**src/hdl/spdc_pkg.sv**
```systemverilog
// ----------------------------------------------------------------------------
// spdc_pkg: shared types, constants and the digest function
// Packet layout constants, the result record and the byte-wide LFSR digest
// step used by the sensor packet decoder.
// ----------------------------------------------------------------------------
`default_nettype none

package spdc_pkg;

    // Packet layout
    localparam int unsigned PAYLOAD_BYTES = 5;
    localparam int unsigned IDX_W         = $clog2(PAYLOAD_BYTES + 1);
    localparam int unsigned HELD_W        = $clog2(PAYLOAD_BYTES);

    // Digest constants
    localparam logic [7:0] MASK_INIT = 8'h7C;
    localparam logic [7:0] ACC_INIT  = 8'h64;
    localparam logic [7:0] MASK_TAP  = 8'h18;

    // Field checks
    localparam logic [7:0] TYPE_A       = 8'h45;
    localparam logic [7:0] TYPE_B       = 8'h46;
    localparam logic [7:0] HUMIDITY_MAX = 8'd100;
    localparam logic [7:0] BATT_MASK    = 8'b1000_0000;
    localparam logic [7:0] CHAN_MASK    = 8'b0111_0000;
    localparam logic [7:0] TEMP_HI_MASK = 8'b0000_1111;

    // Temperature scaling: divide by ten through a reciprocal multiply
    localparam logic [12:0] TEMP_OFFSET = 13'd400;
    localparam logic [12:0] DIV10_RECIP = 13'd6554;
    localparam int unsigned DIV10_SHIFT = 16;

    // Configuration register map
    localparam logic REG_MAX_CHANNEL = 1'b0;
    localparam logic [3:0] MAX_CHANNEL_RST = 4'd8;

    typedef struct packed {
        logic [7:0] mask;
        logic [7:0] acc;
    } t_digest;

    typedef struct packed {
        logic              humidity_valid;
        logic              channel_valid;
        logic              type_known;
        logic              checksum_ok;
        logic [7:0]        digest;
        logic [7:0]        humidity;
        logic signed [9:0] temp_f_whole;
        logic [11:0]       temp_code;
        logic [3:0]        channel;
        logic              low_battery;
        logic [7:0]        link_id;
        logic [7:0]        kind_code;
    } t_result;

    // One byte of the digest, data bits taken MSB first
    function automatic t_digest digest_byte(input t_digest cur, input logic [7:0] b);
        t_digest    res;
        logic [7:0] m;
        logic [7:0] a;
        logic       out_bit;
        m = cur.mask;
        a = cur.acc;
        for (int k = 7; k >= 0; k--) begin
            out_bit = m[0];
            m = {m[0], m[7:1]};
            if (out_bit) begin
                m = m ^ MASK_TAP;
            end
            if (b[k]) begin
                a = a ^ m;
            end
        end
        res.mask = m;
        res.acc  = a;
        return res;
    endfunction

endpackage

`default_nettype wire

```
**src/hdl/spdc_unpack.sv**
```systemverilog
// ----------------------------------------------------------------------------
// spdc_unpack: field unpacking and checks
// Splits the held payload bytes into the result fields, scales the raw
// temperature to whole Fahrenheit and raises the validity flags.
// ----------------------------------------------------------------------------
`default_nettype none

module spdc_unpack (
    input  wire logic [7:0]       i_byte0,
    input  wire logic [7:0]       i_byte1,
    input  wire logic [7:0]       i_byte2,
    input  wire logic [7:0]       i_byte3,
    input  wire logic [7:0]       i_byte4,
    input  wire logic [7:0]       i_check_byte,
    input  wire logic [7:0]       i_digest,
    input  wire logic [3:0]       i_max_channel,
    output spdc_pkg::t_result     o_result
);
    import spdc_pkg::*;

    logic [3:0]         w_channel;
    logic [11:0]        w_temp_code;
    logic signed [12:0] w_diff;
    logic               w_neg;
    logic [11:0]        w_mag;
    logic [24:0]        w_prod;
    logic [8:0]         w_quot;
    logic [9:0]         w_fahr;

    // Unpack byte 2 into battery, channel and upper temperature bits
    assign w_channel   = {1'b0, 3'((i_byte2 & CHAN_MASK) >> 4)} + 4'd1;
    assign w_temp_code = {4'(i_byte2 & TEMP_HI_MASK), i_byte3};

    // Offset, then divide the magnitude by ten and restore the sign
    assign w_diff = $signed({1'b0, w_temp_code}) - $signed(TEMP_OFFSET);
    assign w_neg  = w_diff[12];
    assign w_mag  = w_neg ? 12'(-w_diff) : w_diff[11:0];
    assign w_prod = {13'd0, w_mag} * {12'd0, DIV10_RECIP};
    assign w_quot = w_prod[DIV10_SHIFT +: 9];
    assign w_fahr = w_neg ? (10'd0 - {1'b0, w_quot}) : {1'b0, w_quot};

    // Assemble the result record
    always_comb begin
        o_result.kind_code      = i_byte0;
        o_result.link_id        = i_byte1;
        o_result.low_battery    = |(i_byte2 & BATT_MASK);
        o_result.channel        = w_channel;
        o_result.temp_code      = w_temp_code;
        o_result.temp_f_whole   = $signed(w_fahr);
        o_result.humidity       = i_byte4;
        o_result.digest         = i_digest;
        o_result.checksum_ok    = (i_check_byte == i_digest);
        o_result.type_known     = (i_byte0 == TYPE_A) || (i_byte0 == TYPE_B);
        o_result.channel_valid  = (w_channel <= i_max_channel);
        o_result.humidity_valid = (i_byte4 <= HUMIDITY_MAX);
    end

endmodule

`default_nettype wire

```
**src/hdl/sensor_packet_decode_check.sv**
```systemverilog
// ----------------------------------------------------------------------------
// sensor_packet_decode_check: six-byte sensor packet decoder and checker
// Takes packet bytes one item at a time, runs the LFSR digest over the
// payload and emits one decoded result item on each check byte.
// ----------------------------------------------------------------------------
// Usage:
//   Input stream: one packet byte per item in s_axis_tdata; s_axis_tuser high
//   marks byte 0 of a packet and drops any partial packet. Bytes 0 to 4 are
//   payload, byte 5 is the check byte. After a check byte the next item is
//   taken as byte 0 even without s_axis_tuser.
//   Output stream: one result item per check byte, no item for payload bytes.
//   Configuration: max_channel at byte address 0 over the APB-style port.
//   Path: an accepted item enters the input register, and the result of a
//   check byte is then loaded from there into the output register, which
//   drives m_axis_tvalid; a full output register holds the check byte back.
//   Throughput: one item per cycle while not stalled; the eight digest bit
//   steps unroll into a shallow XOR network from input to state registers.
//   Stall: while the output register is full and m_axis_tready is low, a
//   check byte waits in the input register and s_axis_tready drops; payload
//   bytes still flow.
//   Reset: clears the index, the digest, both valid flags and sets
//   max_channel to 8. Held bytes are not cleared.
// ----------------------------------------------------------------------------
`default_nettype none

module sensor_packet_decode_check (
    input  wire logic        i_clk,
    input  wire logic        i_rst_n,
    // Input stream
    input  wire logic        s_axis_tvalid,
    output      logic        s_axis_tready,
    input  wire logic [7:0]  s_axis_tdata,   // [7:0] data_byte
    input  wire logic        s_axis_tuser,   // [0] packet_start
    // Output stream
    output      logic        m_axis_tvalid,
    input  wire logic        m_axis_tready,
    // [7:0] kind_code, [15:8] link_id, [16] low_battery, [20:17] channel,
    // [32:21] temp_code, [42:33] temp_f_whole, [50:43] humidity,
    // [58:51] digest, [59] checksum_ok, [60] type_known, [61] channel_valid,
    // [62] humidity_valid, [63] zero
    output      logic [63:0] m_axis_tdata,
    // Configuration port
    input  wire logic        psel,
    input  wire logic        penable,
    input  wire logic        pwrite,
    input  wire logic [2:0]  paddr,
    input  wire logic [31:0] pwdata,
    output      logic [31:0] prdata,
    output      logic        pready
);
    import spdc_pkg::*;

    // Configuration
    logic [3:0]       r_max_channel;

    // Input register
    logic             r_in_valid;
    logic [7:0]       r_in_byte;
    logic             r_in_start;

    // Decoder state
    logic [IDX_W-1:0] r_idx;
    logic [7:0]       r_mask;
    logic [7:0]       r_acc;
    logic [7:0]       r_held [PAYLOAD_BYTES];

    // Output register
    logic             r_out_valid;
    t_result          r_result;

    logic [IDX_W-1:0] w_idx;
    t_digest          w_cur;
    t_digest          w_next;
    logic             w_payload;
    logic             w_out_free;
    logic             w_adv;
    logic             w_load;
    t_result          w_result;

    // Configuration writes and reads
    assign pready = 1'b1;
    assign prdata = (paddr[2] == REG_MAX_CHANNEL) ? {28'd0, r_max_channel} : 32'd0;

    always_ff @(posedge i_clk) begin
        if (!i_rst_n) begin
            r_max_channel <= MAX_CHANNEL_RST;
        end else if (psel && penable && pwrite && pready && paddr[2] == REG_MAX_CHANNEL) begin
            r_max_channel <= pwdata[3:0];
        end
    end

    // Effective state for the item in the input register
    assign w_idx        = r_in_start ? '0 : r_idx;
    assign w_cur.mask   = r_in_start ? MASK_INIT : r_mask;
    assign w_cur.acc    = r_in_start ? ACC_INIT : r_acc;
    assign w_next       = digest_byte(w_cur, r_in_byte);
    assign w_payload    = (w_idx < IDX_W'(PAYLOAD_BYTES));

    // Handshake: payload bytes always advance, a check byte needs room
    assign w_out_free    = !r_out_valid || m_axis_tready;
    assign w_adv         = r_in_valid && (w_payload || w_out_free);
    assign w_load        = w_adv && !w_payload;
    assign s_axis_tready = !r_in_valid || w_adv;

    // Capture the incoming item
    always_ff @(posedge i_clk) begin
        if (!i_rst_n) begin
            r_in_valid <= 1'b0;
        end else if (s_axis_tready) begin
            r_in_valid <= s_axis_tvalid;
        end
    end

    always_ff @(posedge i_clk) begin
        if (s_axis_tready && s_axis_tvalid) begin
            r_in_byte  <= s_axis_tdata;
            r_in_start <= s_axis_tuser;
        end
    end

    // Advance index and digest, restart after the check byte
    always_ff @(posedge i_clk) begin
        if (!i_rst_n) begin
            r_idx  <= '0;
            r_mask <= MASK_INIT;
            r_acc  <= ACC_INIT;
        end else if (w_adv) begin
            if (w_payload) begin
                r_idx  <= w_idx + IDX_W'(1);
                r_mask <= w_next.mask;
                r_acc  <= w_next.acc;
            end else begin
                r_idx  <= '0;
                r_mask <= MASK_INIT;
                r_acc  <= ACC_INIT;
            end
        end
    end

    // Hold payload bytes
    always_ff @(posedge i_clk) begin
        if (w_adv && w_payload) begin
            r_held[w_idx[HELD_W-1:0]] <= r_in_byte;
        end
    end

    spdc_unpack u_unpack (
        .i_byte0       (r_held[0]),
        .i_byte1       (r_held[1]),
        .i_byte2       (r_held[2]),
        .i_byte3       (r_held[3]),
        .i_byte4       (r_held[4]),
        .i_check_byte  (r_in_byte),
        .i_digest      (w_cur.acc),
        .i_max_channel (r_max_channel),
        .o_result      (w_result)
    );

    // Output register
    always_ff @(posedge i_clk) begin
        if (!i_rst_n) begin
            r_out_valid <= 1'b0;
        end else if (w_load) begin
            r_out_valid <= 1'b1;
        end else if (m_axis_tready) begin
            r_out_valid <= 1'b0;
        end
    end

    always_ff @(posedge i_clk) begin
        if (w_load) begin
            r_result <= w_result;
        end
    end

    assign m_axis_tvalid = r_out_valid;
    assign m_axis_tdata  = {1'b0, r_result.humidity_valid, r_result.channel_valid,
                            r_result.type_known, r_result.checksum_ok, r_result.digest,
                            r_result.humidity, r_result.temp_f_whole, r_result.temp_code,
                            r_result.channel, r_result.low_battery, r_result.link_id,
                            r_result.kind_code};

`ifndef SYNTHESIS
    // Index never passes the check byte position
    a_idx_range: assert property (@(posedge i_clk) disable iff (!i_rst_n)
        r_idx <= IDX_W'(PAYLOAD_BYTES))
        else $error("byte index out of range");

    // A cleared index always comes with a restarted digest
    a_idx_restart: assert property (@(posedge i_clk) disable iff (!i_rst_n)
        (r_idx == '0) |-> (r_mask == MASK_INIT && r_acc == ACC_INIT))
        else $error("digest not restarted with index");

    // Never overwrite a result that is still waiting
    a_no_overwrite: assert property (@(posedge i_clk) disable iff (!i_rst_n)
        !(w_load && r_out_valid && !m_axis_tready))
        else $error("pending result overwritten");

    // A new result only follows a check byte at the last index
    a_load_source: assert property (@(posedge i_clk) disable iff (!i_rst_n)
        w_load |-> (!r_in_start && r_idx == IDX_W'(PAYLOAD_BYTES)))
        else $error("result loaded without a complete packet");
`endif

endmodule

`default_nettype wire
```
**config.mk**
```make
export PLATFORM = sky130hd
export DESIGN_NAME = sensor_packet_decode_check
export DESIGN_NICKNAME = d
export VERILOG_FILES = /design/src/hdl/spdc_pkg.sv /design/src/hdl/spdc_unpack.sv /design/src/hdl/sensor_packet_decode_check.sv
export SDC_FILE = /design/constraint.sdc
export NUM_CORES = 1
export LEC_CHECK = 0
export ABC_AREA = 0
export BUFFER_PORTS_ARGS = -buffer_cell sky130_fd_sc_hd__buf_4
export CAP_MARGIN = 20
export CORE_MARGIN = 3
export CORE_UTILIZATION = 60
export CTS_BUF_LIST = sky130_fd_sc_hd__clkbuf_8
export DETAILED_ROUTE_END_ITERATION = 16
export PLACE_DENSITY_LB_ADDON = 0.12
export SYNTH_ARGS = -nofsm -noshare
export SYNTH_HDL_FRONTEND = slang
export SYNTH_HIERARCHICAL = 1
export SYNTH_SLANG_ARGS = --single-unit
```
**constraint.sdc**
```tcl
create_clock -name i_clk -period 9.5 [get_ports i_clk]
set_input_delay 0.475 -clock i_clk [delete_from_list [all_inputs] [get_ports i_clk]]
set_output_delay 0.475 -clock i_clk [all_outputs]
set_load 0.005 [all_outputs]
```
==> summary.txt <==
Critical path
  • Crit path max-delay family: adder cells
  • Critical Path RT: 9.70 ns
  • Worst r2r src: r_held[3][4]
  • Critical path arrival: 7.68 ns
  • CP Depth: 25
  • Critical Path Sink Type: flip-flop
  • Flop2flop setup slack: 2.02 ns
  • Worst R2R End: m_axis_tdata[41]
  • CP max FO: 9
  • Crit-path most repeated cell: inv_1
  • Slowest stage cell, crit path: fa_1
  • Slowest cell delay on critical path: 0.55 ns
  • CP Buf/Inv Count: 6
  • FF-to-FF path depth: 25
  • Critical Path Start Type: flip-flop
  • CP Class: reg -> reg

Clock tree
  • CTS tree: yes
  • # H-tree levels: 4
  • Root Driver: clkbuf_8
  • Bufs on Longest Clock Path: 2
  • Clock-pin slew on the worst setup and hold paths: 0.09 ns
  • Resize count post-CTS: 0
  • Later-pin clock latency in the skew report: 0.46 ns
  • Total CTS buffers: 17
  • Hold_buf cts: 0
  • Post-CTS Setup Inserts: 0
  • Clk sinks: 137

Floorplan
  • Core area: 16230 um^2
  • Rows: 46
  • Die Wd: 136.1 um
  • Chip height: 136.1 um
  • Total I/O pin count: 150
  • Die ar.: 18520 um^2
  • Starting Density: 0.6257

Placed design
  • Global placement routability congestion: 0.8581
  • Port Buffers: 89
  • Instance area after placement: 10500 um^2
  • Post-DP HPWL: 14640 um
  • Placed cells: 1190

GRT
  • Initial antenna violation count: 0
  • Maximum number of pins on one net before global-route repair: 70
  • First-pass GRT wire length: 31600 um
  • Remaining Overflow, GRT: 0
  • GRT Total Usage: 0.2196
  • Vias in the first global route: 6116

Yosys
  • Number of flops mapped to enable cells by yosys: 112
  • Cell area after synthesis: 10150 um^2
  • Commonest cells in the netlist: edfxtp_1 (112), ha_1 (94), inv_1 (90)
  • Yosys reg bits: 137
  • Largest area contributor in the netlist: edfxtp_1
  • Ranking of synthesized cells by area: edfxtp_1 (33%), ha_1 (12%), fa_1 (7.1%), buf_4 (6.1%), xnor2_1 (5.3%)
  • Cells after synthesis: 960
  • Async SR Flop Fraction: 0
  • Yosys top cell area share: 0.3312
  • Synth cell types: 75
  • Sequential area share after synthesis: 0.3805
  • Ys flop type: edfxtp_1
  • Synth Warn #: 6
  • Avg Synthesized Cell Area: 10.58 um^2
  • Most frequent cell after synthesis: edfxtp_1

Cells and area
  • Post-Layout Cell Count: 1222
  • Multi-input logic area: 5296 um^2
  • Filler instances: 1294
  • Final instance area: 10900 um^2
  • Area occupied by registers: 3864 um^2
  • # diodes: 0
  • Layout cell share with drive strength beyond 1: 0.1551
  • Area Growth Syn to Fin: 7.369%
  • Total Nets Final: 1174

Power
  • Combinational group share of total power: 0.144
  • Share of power burned in the clock network: 0.348
  • Worst VDD drop: 0.0001050 V
  • Leakage: 0.004646 uW
  • Tot Pwr: 1358 uW
  • Switching Power: 404.1 uW
  • Pint: 953.9 uW
  • Seq pwr share: 0.508
  • Sw Ratio: 0.2975
  • Power per cell area: 124.6 nW/um^2

Worst hold path
  • Hold Path Origin: s_axis_tdata[7]
  • Hold Crit Depth: 1
  • Min-delay worst type: in -> reg
  • Hold EP: r_in_byte[7]

Status
  • Status: finished clean

Drt
  • Vias per std cell: 5.550
  • TritonRoute pass-1 iters: 7
  • Post-detailed-route count of antenna-violating nets: 0
  • Vias after detailed routing: 6782
  • Post-Route WL: 19840 um
  • Number of DRC markers in iteration 0: 497
  • Remaining DRCs: 0
  • WL per Instance: 16.23 um

Timing
  • Worst-margin pin slew: 1.020 ns
  • Worst slew margin: 0.3191
  • Crit share post-route: 0.7869
  • RSZ-0062 raised after global routing: false
  • Fmax achieved: 133.8 MHz
  • Max-slew violations: 0
  • Fin Setup TNS: 0 ns
  • Final setup vio count: 0
  • Period minus WS final: 7.476 ns
  • Clock Skew: 0.01614 ns
  • Final Hold Fails: 0
  • Worst hold slack: 0.1859 ns

Run
  • Max-cap viol count: 0
cell usage in the layout (no fill, tap or decap), drive strengths merged, types with 9 or more instances in the layout:
cell type	n
fa	36
nand2	57
edfxtp	112
a21o	9
nor2b	26
dfxtp	25
buf	97
and2	10
o21ai	49
ha	94
xor2	40
o211ai	10
a21oi	39
inv	101
nand3	10
nor3	10
nor2	39
conb	30
clkbuf	17
or2	10
xnor2	61
nand2b	10
sequential cells by signal, indices dropped and copies added, names as in the netlist, 3 cells and up:
signal         flops
m_axis_tdata      63
r_held            40
r_acc              8
r_in_byte          8
r_mask             8
r_max_channel      4
r_idx              3
worst reg2reg max path: cells and delay by family (launching register included):
family / cells / cell delay [ns]
adders and majority gates: 7 / 2.98
and+or+nand+nor: 5 / 1.45
AOI/OAI and AO/OA: 5 / 1.37
DFF: 1 / 0.48
buffers and inverters: 6 / 0.48
xor gates and xnor gates: 2 / 0.43
stage by stage:
stage	util	worst slack, ns
global route	0.6718	1.619
finish	0.6718	2.024
CTS	0.6718	2.041
floorplan	-	2.704
global placement	0.6469	2.180
detailed placement	0.6469	2.061
routing by layer:
| layer | wire, um | vias to the layer above | global-route usage |
|---|---|---|---|
| li1 | - | 3300 | - |
| met1 | 9384 | 3236 | 0.3292 |
| met2 | 8812 | 222 | 0.3242 |
| met3 | 1396 | 24 | 0.04811 |
| met4 | 244 | 0 | 0.05879 |
| met5 | 0 | - | 0 |
cell families (layout without fill, tap and decap cells):
kind of cell / count (synthesis) / count (layout) / share of synthesized area
flip-flops: 137 / 137 / 0.3805
buffers and inverters: 202 / 220 / 0.1090
multiplexers: 8 / 8 / 0.008132
AO/OA/AOI/OAI: 170 / 170 / 0.1103
XOR/XNOR: 107 / 107 / 0.1012
AND/OR/NAND/NOR: 204 / 204 / 0.1034
other: 2 / 30 / 0.0007396
adder cells (fa/ha/maj): 130 / 130 / 0.1868
final cells by class:
type                       count  area share
clock buffer                  17     0.02146
sequential                   137      0.3544
multi-input combinational    649      0.4858
clock inverter                15     0.01549
timing repair buffer          97     0.06679
inverter                      91     0.03133
tap                          216     0.02479
power groups by stage:
stage / sequential [uW] / combinational (uW) / clock [uW]
after floorplan: 684 / 183 / 0
after global placement: 702 / 191 / 0
after detailed placement: 702 / 194 / 0
after CTS: 689 / 194 / 480
after global routing: 692 / 216 / 514
final: 690 / 196 / 472
worst max path at each step:
stage | start | end
floorplan | r_held[3][4] | m_axis_tdata[40]
global placement | r_held[3][4] | m_axis_tdata[40]
detailed placement | r_held[3][4] | m_axis_tdata[41]
CTS | r_held[3][4] | m_axis_tdata[41]
global route | r_held[3][4] | m_axis_tdata[41]
finish | r_held[3][4] | m_axis_tdata[41]
(Power assumes the default switching activity.)
